### src/design/mbrf_pkg.sv
// ----------------------------------------------------------------------------
// mbrf_pkg: shared types and constants
// Operation codes, mode encodings and bank lookup types for the banked
// register file.
// ----------------------------------------------------------------------------
package mbrf_pkg;

	localparam int unsigned DATA_W = 32;
	localparam int unsigned MODE_W = 5;
	localparam int unsigned OP_W   = 3;
	localparam int unsigned IDX_W  = 4;

	localparam logic [OP_W-1:0] OP_RDCUR  = 3'd0;
	localparam logic [OP_W-1:0] OP_WRCUR  = 3'd1;
	localparam logic [OP_W-1:0] OP_RDMODE = 3'd2;
	localparam logic [OP_W-1:0] OP_WRMODE = 3'd3;
	localparam logic [OP_W-1:0] OP_RDCPSR = 3'd4;
	localparam logic [OP_W-1:0] OP_WRCPSR = 3'd5;
	localparam logic [OP_W-1:0] OP_RDSPSR = 3'd6;
	localparam logic [OP_W-1:0] OP_WRSPSR = 3'd7;

	localparam logic [MODE_W-1:0] MODE_USR = 5'h10;
	localparam logic [MODE_W-1:0] MODE_FIQ = 5'h11;
	localparam logic [MODE_W-1:0] MODE_IRQ = 5'h12;
	localparam logic [MODE_W-1:0] MODE_SVC = 5'h13;
	localparam logic [MODE_W-1:0] MODE_MON = 5'h16;
	localparam logic [MODE_W-1:0] MODE_ABT = 5'h17;
	localparam logic [MODE_W-1:0] MODE_UND = 5'h1B;
	localparam logic [MODE_W-1:0] MODE_SYS = 5'h1F;

	localparam logic [IDX_W-1:0] REG_R8 = 4'd8;
	localparam logic [IDX_W-1:0] REG_SP = 4'd13;
	localparam logic [IDX_W-1:0] REG_LR = 4'd14;
	localparam logic [IDX_W-1:0] REG_PC = 4'd15;

	localparam logic       CFG_USER_MASK = 1'b0;
	localparam logic       CFG_BANKING   = 1'b1;

	localparam logic [DATA_W-1:0] CPSR_RESET      = 32'h0000_01D3;
	localparam logic [DATA_W-1:0] USER_MASK_RESET = 32'hF800_0000;

	localparam int unsigned N_LOW  = 8;
	localparam int unsigned N_HIGH = 5;
	localparam int unsigned N_BANK = 7;
	localparam int unsigned N_SPSR = 6;

	typedef logic [2:0] bank_idx_t;

	typedef struct packed {
		logic      is_fiq;
		logic      is_usr;
		logic      bank_ok;
		bank_idx_t bank;
		logic      spsr_ok;
		bank_idx_t spsr;
	} mode_info_t;

endpackage

### src/design/mbrf_mode_map.sv
// ----------------------------------------------------------------------------
// mbrf_mode_map: mode decode
// Maps a mode encoding to its sp/lr bank and SPSR slot.
// ----------------------------------------------------------------------------
module mbrf_mode_map (
	input  logic [mbrf_pkg::MODE_W-1:0] mode,
	output mbrf_pkg::mode_info_t        info
);
	import mbrf_pkg::*;

	always_comb begin
		info = '0;
		info.is_fiq  = (mode == MODE_FIQ);
		info.is_usr  = (mode == MODE_USR);
		info.bank_ok = 1'b1;
		case (mode)
			MODE_USR: info.bank = 3'd0;
			MODE_SYS: info.bank = 3'd0;
			MODE_FIQ: info.bank = 3'd1;
			MODE_IRQ: info.bank = 3'd2;
			MODE_SVC: info.bank = 3'd3;
			MODE_ABT: info.bank = 3'd4;
			MODE_UND: info.bank = 3'd5;
			MODE_MON: info.bank = 3'd6;
			default: begin
				info.bank    = 3'd0;
				info.bank_ok = 1'b0;
			end
		endcase
		info.spsr_ok = info.bank_ok && (info.bank != 3'd0);
		info.spsr    = info.bank - 3'd1;
	end

endmodule

### src/design/mode_banked_register_file.sv
// ----------------------------------------------------------------------------
// mode_banked_register_file: mode-banked processor register file
// Shared, FIQ-banked and per-mode registers with CPSR/SPSR access.
// ----------------------------------------------------------------------------
// Path: an input transfer passes the input register, then the result
// register. Throughput: one item per cycle while the output is not stalled,
// set by the read/update of the register store between the two registers.
// Reset: all registers 0, CPSR 0x1D3, user mask 0xF8000000, banking on.
// ----------------------------------------------------------------------------
module mode_banked_register_file (
	input  logic                        clk,
	input  logic                        arst_n,
	input  logic                        cfg_we,
	input  logic                        cfg_index,
	input  logic [mbrf_pkg::DATA_W-1:0] cfg_data,
	input  logic                        in_valid,
	output logic                        in_stall,
	input  logic [mbrf_pkg::OP_W-1:0]   op,
	input  logic [mbrf_pkg::IDX_W-1:0]  reg_index,
	input  logic [mbrf_pkg::MODE_W-1:0] target_mode,
	input  logic [mbrf_pkg::DATA_W-1:0] write_value,
	output logic                        out_valid,
	input  logic                        out_stall,
	output logic [mbrf_pkg::DATA_W-1:0] read_value,
	output logic                        status
);
	import mbrf_pkg::*;

	logic [DATA_W-1:0] user_bits_mask_q;
	logic              banking_enabled_q;

	logic              valid_s1;
	logic [OP_W-1:0]   op_s1;
	logic [IDX_W-1:0]  reg_index_s1;
	logic [MODE_W-1:0] target_mode_s1;
	logic [DATA_W-1:0] write_value_s1;

	logic [DATA_W-1:0] low_q  [N_LOW];
	logic [DATA_W-1:0] pc_q;
	logic [DATA_W-1:0] usr_hi_q [N_HIGH];
	logic [DATA_W-1:0] fiq_hi_q [N_HIGH];
	logic [DATA_W-1:0] sp_q   [N_BANK];
	logic [DATA_W-1:0] lr_q   [N_BANK];
	logic [DATA_W-1:0] spsr_q [N_SPSR];
	logic [DATA_W-1:0] cpsr_q;

	logic              out_valid_q;
	logic [DATA_W-1:0] read_value_q;
	logic              status_q;

	logic              s1_go;
	logic [MODE_W-1:0] cur_mode;
	logic [MODE_W-1:0] reg_mode;
	mode_info_t        cur_info;
	mode_info_t        reg_info;

	logic [DATA_W-1:0] rd_val;
	logic              rd_status;
	logic              reg_rd;
	logic              reg_wr;
	logic [DATA_W-1:0] reg_rd_val;
	logic [2:0]        low_idx;
	logic [2:0]        hi_idx;
	logic              cpsr_wr;
	logic              spsr_wr;

	assign s1_go    = valid_s1 && (!out_valid_q || !out_stall);
	assign in_stall = valid_s1 && !s1_go;

	assign cur_mode = cpsr_q[MODE_W-1:0];
	assign low_idx  = reg_index_s1[2:0];
	assign hi_idx   = reg_index_s1[2:0];

	always_comb begin
		reg_mode = cur_mode;
		if (op_s1 inside {OP_RDMODE, OP_WRMODE}) begin
			reg_mode = target_mode_s1;
		end
	end

	mbrf_mode_map u_cur_map (
		.mode (cur_mode),
		.info (cur_info)
	);

	mbrf_mode_map u_reg_map (
		.mode (reg_mode),
		.info (reg_info)
	);

	always_comb begin
		reg_rd_val = '0;
		if (reg_index_s1 < REG_R8) begin
			reg_rd_val = low_q[low_idx];
		end else if (reg_index_s1 < REG_SP) begin
			reg_rd_val = reg_info.is_fiq ? fiq_hi_q[hi_idx] : usr_hi_q[hi_idx];
		end else if (reg_index_s1 == REG_PC) begin
			reg_rd_val = pc_q;
		end else if (reg_info.bank_ok) begin
			reg_rd_val = (reg_index_s1 == REG_SP) ? sp_q[reg_info.bank] : lr_q[reg_info.bank];
		end
	end

	always_comb begin
		rd_val    = '0;
		rd_status = 1'b0;
		reg_rd    = 1'b0;
		reg_wr    = 1'b0;
		cpsr_wr   = 1'b0;
		spsr_wr   = 1'b0;
		case (op_s1)
			OP_RDCUR, OP_RDMODE: reg_rd = 1'b1;
			OP_WRCUR, OP_WRMODE: reg_wr = 1'b1;
			OP_RDCPSR: begin
				rd_val = banking_enabled_q ? cpsr_q : (cpsr_q & user_bits_mask_q);
			end
			OP_WRCPSR: begin
				cpsr_wr   = banking_enabled_q;
				rd_status = !banking_enabled_q;
			end
			OP_RDSPSR: begin
				rd_val = cur_info.spsr_ok ? spsr_q[cur_info.spsr] : '0;
			end
			OP_WRSPSR: begin
				if (!banking_enabled_q || cur_info.is_usr) begin
					rd_status = 1'b1;
				end else begin
					spsr_wr = cur_info.spsr_ok;
				end
			end
			default: rd_status = 1'b0;
		endcase
		if (reg_rd) begin
			rd_val = reg_rd_val;
		end
	end

	always_ff @(posedge clk or negedge arst_n) begin
		if (!arst_n) begin
			user_bits_mask_q  <= USER_MASK_RESET;
			banking_enabled_q <= 1'b1;
		end else if (cfg_we) begin
			case (cfg_index)
				CFG_USER_MASK: user_bits_mask_q  <= cfg_data;
				CFG_BANKING:   banking_enabled_q <= cfg_data[0];
				default:       banking_enabled_q <= banking_enabled_q;
			endcase
		end
	end

	always_ff @(posedge clk or negedge arst_n) begin
		if (!arst_n) begin
			valid_s1 <= 1'b0;
		end else if (!in_stall) begin
			valid_s1 <= in_valid;
		end
	end

	always_ff @(posedge clk) begin
		if (in_valid && !in_stall) begin
			op_s1          <= op;
			reg_index_s1   <= reg_index;
			target_mode_s1 <= target_mode;
			write_value_s1 <= write_value;
		end
	end

	always_ff @(posedge clk or negedge arst_n) begin
		if (!arst_n) begin
			for (int i = 0; i < N_LOW; i++) low_q[i] <= '0;
			for (int i = 0; i < N_HIGH; i++) begin
				usr_hi_q[i] <= '0;
				fiq_hi_q[i] <= '0;
			end
			for (int i = 0; i < N_BANK; i++) begin
				sp_q[i] <= '0;
				lr_q[i] <= '0;
			end
			for (int i = 0; i < N_SPSR; i++) spsr_q[i] <= '0;
			pc_q   <= '0;
			cpsr_q <= CPSR_RESET;
		end else if (s1_go) begin
			if (reg_wr) begin
				if (reg_index_s1 < REG_R8) begin
					low_q[low_idx] <= write_value_s1;
				end else if (reg_index_s1 < REG_SP) begin
					if (reg_info.is_fiq) begin
						fiq_hi_q[hi_idx] <= write_value_s1;
					end else begin
						usr_hi_q[hi_idx] <= write_value_s1;
					end
				end else if (reg_index_s1 == REG_PC) begin
					pc_q <= write_value_s1;
				end else if (reg_info.bank_ok) begin
					if (reg_index_s1 == REG_SP) begin
						sp_q[reg_info.bank] <= write_value_s1;
					end else begin
						lr_q[reg_info.bank] <= write_value_s1;
					end
				end
			end
			if (cpsr_wr) begin
				cpsr_q <= write_value_s1;
			end
			if (spsr_wr) begin
				spsr_q[cur_info.spsr] <= write_value_s1;
			end
		end
	end

	always_ff @(posedge clk or negedge arst_n) begin
		if (!arst_n) begin
			out_valid_q <= 1'b0;
		end else if (!out_valid_q || !out_stall) begin
			out_valid_q <= valid_s1;
		end
	end

	always_ff @(posedge clk) begin
		if (s1_go) begin
			read_value_q <= rd_val;
			status_q     <= rd_status;
		end
	end

	assign out_valid  = out_valid_q;
	assign read_value = read_value_q;
	assign status     = status_q;

	a_stall_needs_item: assert property (@(posedge clk) disable iff (!arst_n)
		in_stall |-> valid_s1)
		else $error("input stalled with empty stage");

	a_result_follows: assert property (@(posedge clk) disable iff (!arst_n)
		s1_go |=> out_valid)
		else $error("transfer lost between stage and result");

	a_cpsr_update: assert property (@(posedge clk) disable iff (!arst_n)
		s1_go && op_s1 == OP_WRCPSR && banking_enabled_q |=> cpsr_q == $past(write_value_s1))
		else $error("CPSR write not applied");

	a_user_spsr_refused: assert property (@(posedge clk) disable iff (!arst_n)
		s1_go && op_s1 == OP_WRSPSR && cur_mode == MODE_USR |=> status)
		else $error("SPSR write in user mode not refused");

endmodule
### config.mk
export PLATFORM = sky130hd
export DESIGN_NAME = mode_banked_register_file
export DESIGN_NICKNAME = d
export VERILOG_FILES = /design/src/design/mbrf_pkg.sv /design/src/design/mbrf_mode_map.sv /design/src/design/mode_banked_register_file.sv
export SDC_FILE = /design/constraint.sdc
export NUM_CORES = 2
export LEC_CHECK = 0
export BUFFER_PORTS_ARGS = -buffer_cell sky130_fd_sc_hd__clkbuf_2
export CAP_MARGIN = 20
export CORE_ASPECT_RATIO = 0.8
export CORE_MARGIN = 3
export CORE_UTILIZATION = 63
export DETAILED_ROUTE_END_ITERATION = 10
export GPL_TIMING_DRIVEN = 0
export PLACE_DENSITY_LB_ADDON = 0.2
export SYNTH_ARGS = -nofsm -noshare
export SYNTH_HDL_FRONTEND = slang
export SYNTH_SLANG_ARGS = --single-unit
### constraint.sdc
create_clock -name clk -period 4.1 [get_ports clk]
set_input_delay 0.41 -clock clk [delete_from_list [all_inputs] [get_ports clk]]
set_output_delay 0.41 -clock clk [all_outputs]
set_load 0.01 [all_outputs]
== Word-level counts from Yosys, hierarchy flattened ==
Cells that the tools add are included.

* Add/subtract/negate cells: 1
* Multiply operators: 0
* Div/mod/pow operators: 0
* Order comparisons: 8
* Eq/ne operators: 25
* Shift operators: 0
* Multiplexer cells: 52
* Bitwise operators: 10
* Reductions and logical operators: 31

{| class="wikitable"
|+ Operators with widths
! kind !! count
|-
| $mux 32 || 24
|-
| $bmux 32 s3 || 6
|-
| $bwmux 224 || 2
|-
| $bwmux 160 || 2
|-
| $demux 32 s3 || 3
|-
| $bwmux 256 || 1
|-
| $bwmux 192 || 1
|-
| $eq 5x5->1 const B || 16
|-
| $pmux 32 s2 || 1
|-
| $pmux 3 s6 || 2
|-
| $and 32x32->32 || 1
|-
| $reduce_or 8->1 || 2
|-
| $reduce_and 5->1 || 3
|-
| $reduce_and 7->1 || 2
|-
| $eq 3x3->1 const B || 4
|-
| $ge 4x4->1 const B || 3
|-
| $lt 4x1->1 const B || 3
|-
| $not 3->4 || 3
|-
| $eq 4x4->1 const B || 2
|-
| $lt 4x4->1 const B || 2
|-
| $mux 1 || 8
|-
| $reduce_and 2->1 || 4
|-
| $logic_and 1x1->1 || 7
|-
| $eq 3x2->1 const B || 2
|-
| 12 further kinds || 23
|}

* Flip-flop bits (word level): 1,392
* Latch bits: 0
* Memory bits (writable): 0
* Memory bits (read-only): 0
* Output and inout bits: 35
* Word-level logic and storage cells: 177
* Memories kept: 0

== Logic depth before layout (Yosys ltp) ==
* Depth in word-level cells: 15
* Mapped depth: 17
* Gate-level depth less buffers: 12

== Modules after synthesis ==
From an unflattened synthesis, not the netlist that was laid out.

* Cells, all modules: 4,438
* Area, all modules: 63,221.9 sq um

{| class="wikitable"
|+ By module, submodules not included
! module !! times used !! cells each !! area an instance (sq um)
|-
| mode_banked_register_file || 1 || 4,390 || 62,911.6
|-
| mbrf_mode_map || 2 || 24 || 155.1
|}

== Worst setup path before layout ==
No wires, ideal clock.

* Kind: register to register
* Start point: register cpsr_q[1]
* End point: register read_value_q[13] (netlist: read_value[13]) (data pin)
* Library setup time: 265 ps
* Data arrival time: 3,481 ps
* Required time: 3,835 ps
* Path slack: 354 ps
* Cell stages (with the launch flop): 14
* Path buffers: 6
* Clock period less this slack: 3,746 ps
* Cell sequence: dfstp_2 > clkbuf_1 > nand2b_1 > and4_1 > inv_2 > buf_1 > buf_2 > ha_1 > clkbuf_1 > buf_1 > clkbuf_1 > mux4_2 > a21oi_1 > a31oi_1

* Longest elaborated chain between the ends: 13
* Elaborated cells on any way between the ends: 46
* Those cells by class: 1 x add/sub; 16 x eq/ne; 23 x mux; 2 x bitwise; 4 x reduce/logical

{| class="wikitable"
|+ RTL lines
! what !! RTL line !! text
|-
| start, declared || mode_banked_register_file.sv:45 || <nowiki>logic [DATA_W-1:0] cpsr_q;</nowiki>
|-
| start signal, assigned || mode_banked_register_file.sv:203 || <nowiki>cpsr_q <= write_value_s1;</nowiki>
|-
| parallel branches: the longest is 12 deep, another holds $sub 3x1->3 || - ||
|-
| $mux 32 * || mode_banked_register_file.sv:133 || <nowiki>if (reg_rd) begin</nowiki>
|-
| net rd_val[13] || mode_banked_register_file.sv:57 || <nowiki>logic [DATA_W-1:0] rd_val;</nowiki>
|-
| end signal, assigned || mode_banked_register_file.sv:221 || <nowiki>read_value_q <= rd_val;</nowiki>
|-
| end, declared || mode_banked_register_file.sv:48 || <nowiki>logic [DATA_W-1:0] read_value_q;</nowiki>
|}

Mark *: on every way through the listed nets, which the timed path passes. The select of a mux whose other input is x is not followed.
A chain may end at the register's enable or synchronous reset.

== Worst setup path after layout ==
* Start point: register cpsr_q[1]
* End point: register read_value_q[3] (netlist: read_value[3]) (data pin)

The elaborated chain is that of the path after synthesis.

==> flow_summary.json <==
{
  "status": "completed",
  "synth_edf_count": 77,
  "yosysSeqAreaShare_pct": 56.5,
  "dpl_cell_area_sq_um": 65100,
  "drc": 0,
  "slew_headroom_pct": 20.5,
  "critical_path_class": "register to register",
  "synth.area.top_cells": "dfrtp_1, mux2_2, mux4_2",
  "floorplan.core_area_sq_um": 97500,
  "hold_violations": 0,
  "irDropWorstVdd_uv": 471,
  "syn2layout_area_growth_pct": 14.4,
  "vias_per_cell": 6.73,
  "end_kind": "register",
  "hp-class": "input pin to asynchronous set/reset pin",
  "synth_top_area_share_pct": 52.2,
  "grt-ovfl-total": 0,
  "yosysUniqueCellTypes": 67,
  "start_kind": "register",
  "worstPathArrival_ps": 4550,
  "start_util_pct": 64.0,
  "cts_tree": "built",
  "cap_violations": 0,
  "finish.net_count": 4919,
  "slew_violations": 0,
  "hpwl_um": 132000,
  "p_sw_share_pct": 26.3,
  "drive_gt1_share_pct": 41.6,
  "port_buffers": 116,
  "worst_ep_required_time_ps": 4560,
  "dieArea_sq_um": 103000,
  "clkLatencyLatePin_ps": 780,
  "period_needed_ps": 4090,
  "synth_warnings": 0,
  "pwr-share-comb_pct": 12.9,
  "clk_pin_slew_ps": 60,
  "grt_pass1_vias": 42400,
  "max_freq_mhz": 244,
  "grtUsageTotal_pct": 36.5,
  "vias": 42100,
  "clock_sinks": 1392,
  "place_congestion": 0.933,
  "drt_wl_total_um": 185000,
  "p_leak_nw": 33.5,
  "yosys_register_bits": 1392,
  "synth_flop_cell": "dfrtp_1",
  "synth_area_sq_um": 62400,
  "top_level_ports": 117,
  "powerDensity_nw_per_um2": 456,
  "setup_viol": 0,
  "clockBufferDepth": 3,
  "die_y_um": 288,
  "syn_nets": 4551,
  "antenna_found_initial": 7,
  "skew_ps": 24.1,
  "yosysTopAreaCell": "dfrtp_1",
  "p_int_mw": 24.0,
  "seqPwrFrac_pct": 46.9,
  "synthArstFlopShare_pct": 94.5,
  "tns_ps": 0,
  "cts-root-buf": "clkbuf_16",
  "switchingPower_mw": 8.57,
  "routedWlPerCell_um": 29.7,
  "ant_nets": 0,
  "dr.first_iter.drc_count": 5130,
  "fin_area_sq_um": 71400,
  "synth_area_per_cell_sq_um": 14.0,
  "cp_max_fo": 10,
  "grt_pass1_wl_um": 275000,
  "grt_max_degree": 117,
  "firstDrtPassIters": 5,
  "whs_ps": 224,
  "num_rows": 102,
  "die_w_um": 358,
  "clkPwrFrac_pct": 40.2,
  "fillCellCount": 6292,
  "tightest_slew_ps": 1180,
  "fin_util_pct": 73.2,
  "synth_cells": 4467,
  "post-route-period-util_pct": 99.8,
  "cts_made_buffers": 137,
  "h-tree-depth": 4,
  "rsz0062_at_grt": "true"
}
==> synth_stat cells (3+ instances only) <==
library cell and n:
dfrtp_1 1303, mux2_2 1294, clkbuf_1 285, nand2_1 145, mux4_2 131, o21ai_0 128, nor2_1 114, mux2i_1 106
buf_2 100, nor3_1 82, a21oi_1 81, edfxtp_1 77, o22ai_1 61, a31oi_1 51, buf_1 48, o221ai_1 46
nand4b_1 41, o22a_1 39, mux2_1 28, o2111ai_1 27, and2_1 22, o21bai_1 21, or3_1 21, a2111oi_0 19
a221o_1 18, nand2b_1 18, a221oi_1 16, nand3_1 14, a211oi_1 12, a31o_2 12, dfstp_2 12, o211ai_1 11
nor2b_1 10, inv_1 9, nor4_1 8, nor3_2 6, a211o_1 4, buf_6 4, o31a_1 4, and3_1 3
==> area by class of cell <==
cell class | count | area, sq um | share of cell area [%]
Antenna cell | 2 | 5.00 | 0.00701
Buffer | 433 | 2000 | 2.80
Clock buffer | 212 | 4170 | 5.84
Clock inverter | 42 | 472 | 0.661
Inverter | 10 | 40.0 | 0.0561
Multi-Input combinational cell | 2628 | 25800 | 36.1
Sequential cell | 1392 | 35200 | 49.4
Tap cell | 1300 | 1630 | 2.28
Timing Repair Buffer | 233 | 2050 | 2.87
==> cell families after synthesis <==
| group | count (synthesis) | share of synthesized area (%) |
|---|---|---|
| AO/OA/AOI/OAI | 557 | 6.09 |
| XOR/XNOR | 2 | 0.0281 |
| adder cells (fa/ha/maj) | 2 | 0.0401 |
| buffers and inverters | 447 | 2.94 |
| flip-flops | 1392 | 56.5 |
| multiplexers | 1559 | 30.3 |
| AND/OR/NAND/NOR | 508 | 4.16 |
==> worst max-delay path, stage by stage, from the launching register on <==
cell and delay (ps):
dfstp_2 560, buf_6 160, nand2b_1 150, and4_4 270, inv_4 90, buf_4 200
buf_8 180, ha_4 360, clkbuf_8 230, buf_2 260, clkbuf_4 320, mux4_2 350
a21oi_2 340, o221ai_2 260
==> layer usage <==
| metal | vias up | part of all wire, % | track usage [%] |
|---|---|---|---|
| li1 | 17200 | - | - |
| met1 | 22300 | 43 | 54.3 |
| met2 | 2172 | 42 | 50.4 |
| met3 | 365 | 11 | 10.8 |
| met4 | 0 | 4.1 | 15.0 |
| met5 | - | 0 | 0 |
==> cells in the final DEF, fill, tap and decap left out, drive strengths merged, types with 27 or more instances in the layout <==
cell	count
a21oi	82
a31oi	51
buf	185
clkbuf	606
dfrtp	1303
dlygate4sd3	82
edfxtp	77
mux2	1322
mux2i	106
mux4	131
nand2	146
nand4b	41
nor2	116
nor3	88
o2111ai	27
o21ai	128
o221ai	46
o22a	39
o22ai	61
==> power by group through the flow <==
stage               clock (mW)  sequential [mW]  combinational (mW)
CTS                       13.1             15.2                4.05
global placement             0             15.5                3.77
global route              13.7             15.3                4.42
floorplan                    0             15.3                2.39
detailed placement           0             15.4                3.93
finish                    13.1             15.3                4.19
==> path summary, 6_finish.rpt <==
| check | from | endpoint | slack, ps | depth (start not counted) |
|---|---|---|---|---|
| worst max-delay path | cpsr_q[1]$_DFFE_PN1P_ | read_value[3]$_DFFE_PP_ | 8 | 13 |
| worst min-delay path | arst_n | spsr_q[6]$_DFFE_PN0P_ | 220 | 2 |
| worst max register to register | cpsr_q[1]$_DFFE_PN1P_ | read_value[3]$_DFFE_PP_ | 8 | 13 |
| worst min register to register | lr_q[77]$_DFFE_PN0P_ | lr_q[77]$_DFFE_PN0P_ | 480 | 1 |
| max in group asynchronous | arst_n | usr_hi_q[91]$_DFFE_PN0P_ | 930 | 7 |
| min in group clk | cfg_index | user_bits_mask_q[31]$_DFFE_PN1P_ | 270 | 4 |
==> per-stage QoR <==
| step | std cells | setup slack [ps] | power [mW] |
|---|---|---|---|
| floorplan | 4467 | 354 | 17.7 |
| global placement | 5883 | -29570 | 19.2 |
| detailed placement | 5902 | -1920 | 19.4 |
| CTS | 6234 | -0.933 | 32.4 |
| global route | 6250 | -18.9 | 33.5 |
| finish | 6252 | 7.82 | 32.5 |
==> repair_timing <==
action                                  CTS  global route
pin swaps                                 2             9
gates cloned                              0             1
hold buffers                             82             0
hold endpoints to repair                152             0
buffers inserted                          0            11
gates resized for setup                 147            70
endpoints found under the setup margin  284           342
==> sequential cells by signal, indices dropped and copies added, names as in the netlist, 32 cells and up <==
signal            flops
fiq_hi_q            160
read_value           32
user_bits_mask_q     32
cpsr_q               32
pc_q                 32
low_q               256
write_value_s1       32
lr_q                224
usr_hi_q            160
sp_q                224
spsr_q              192
Note: power is estimated with default switching activity, not from simulation.
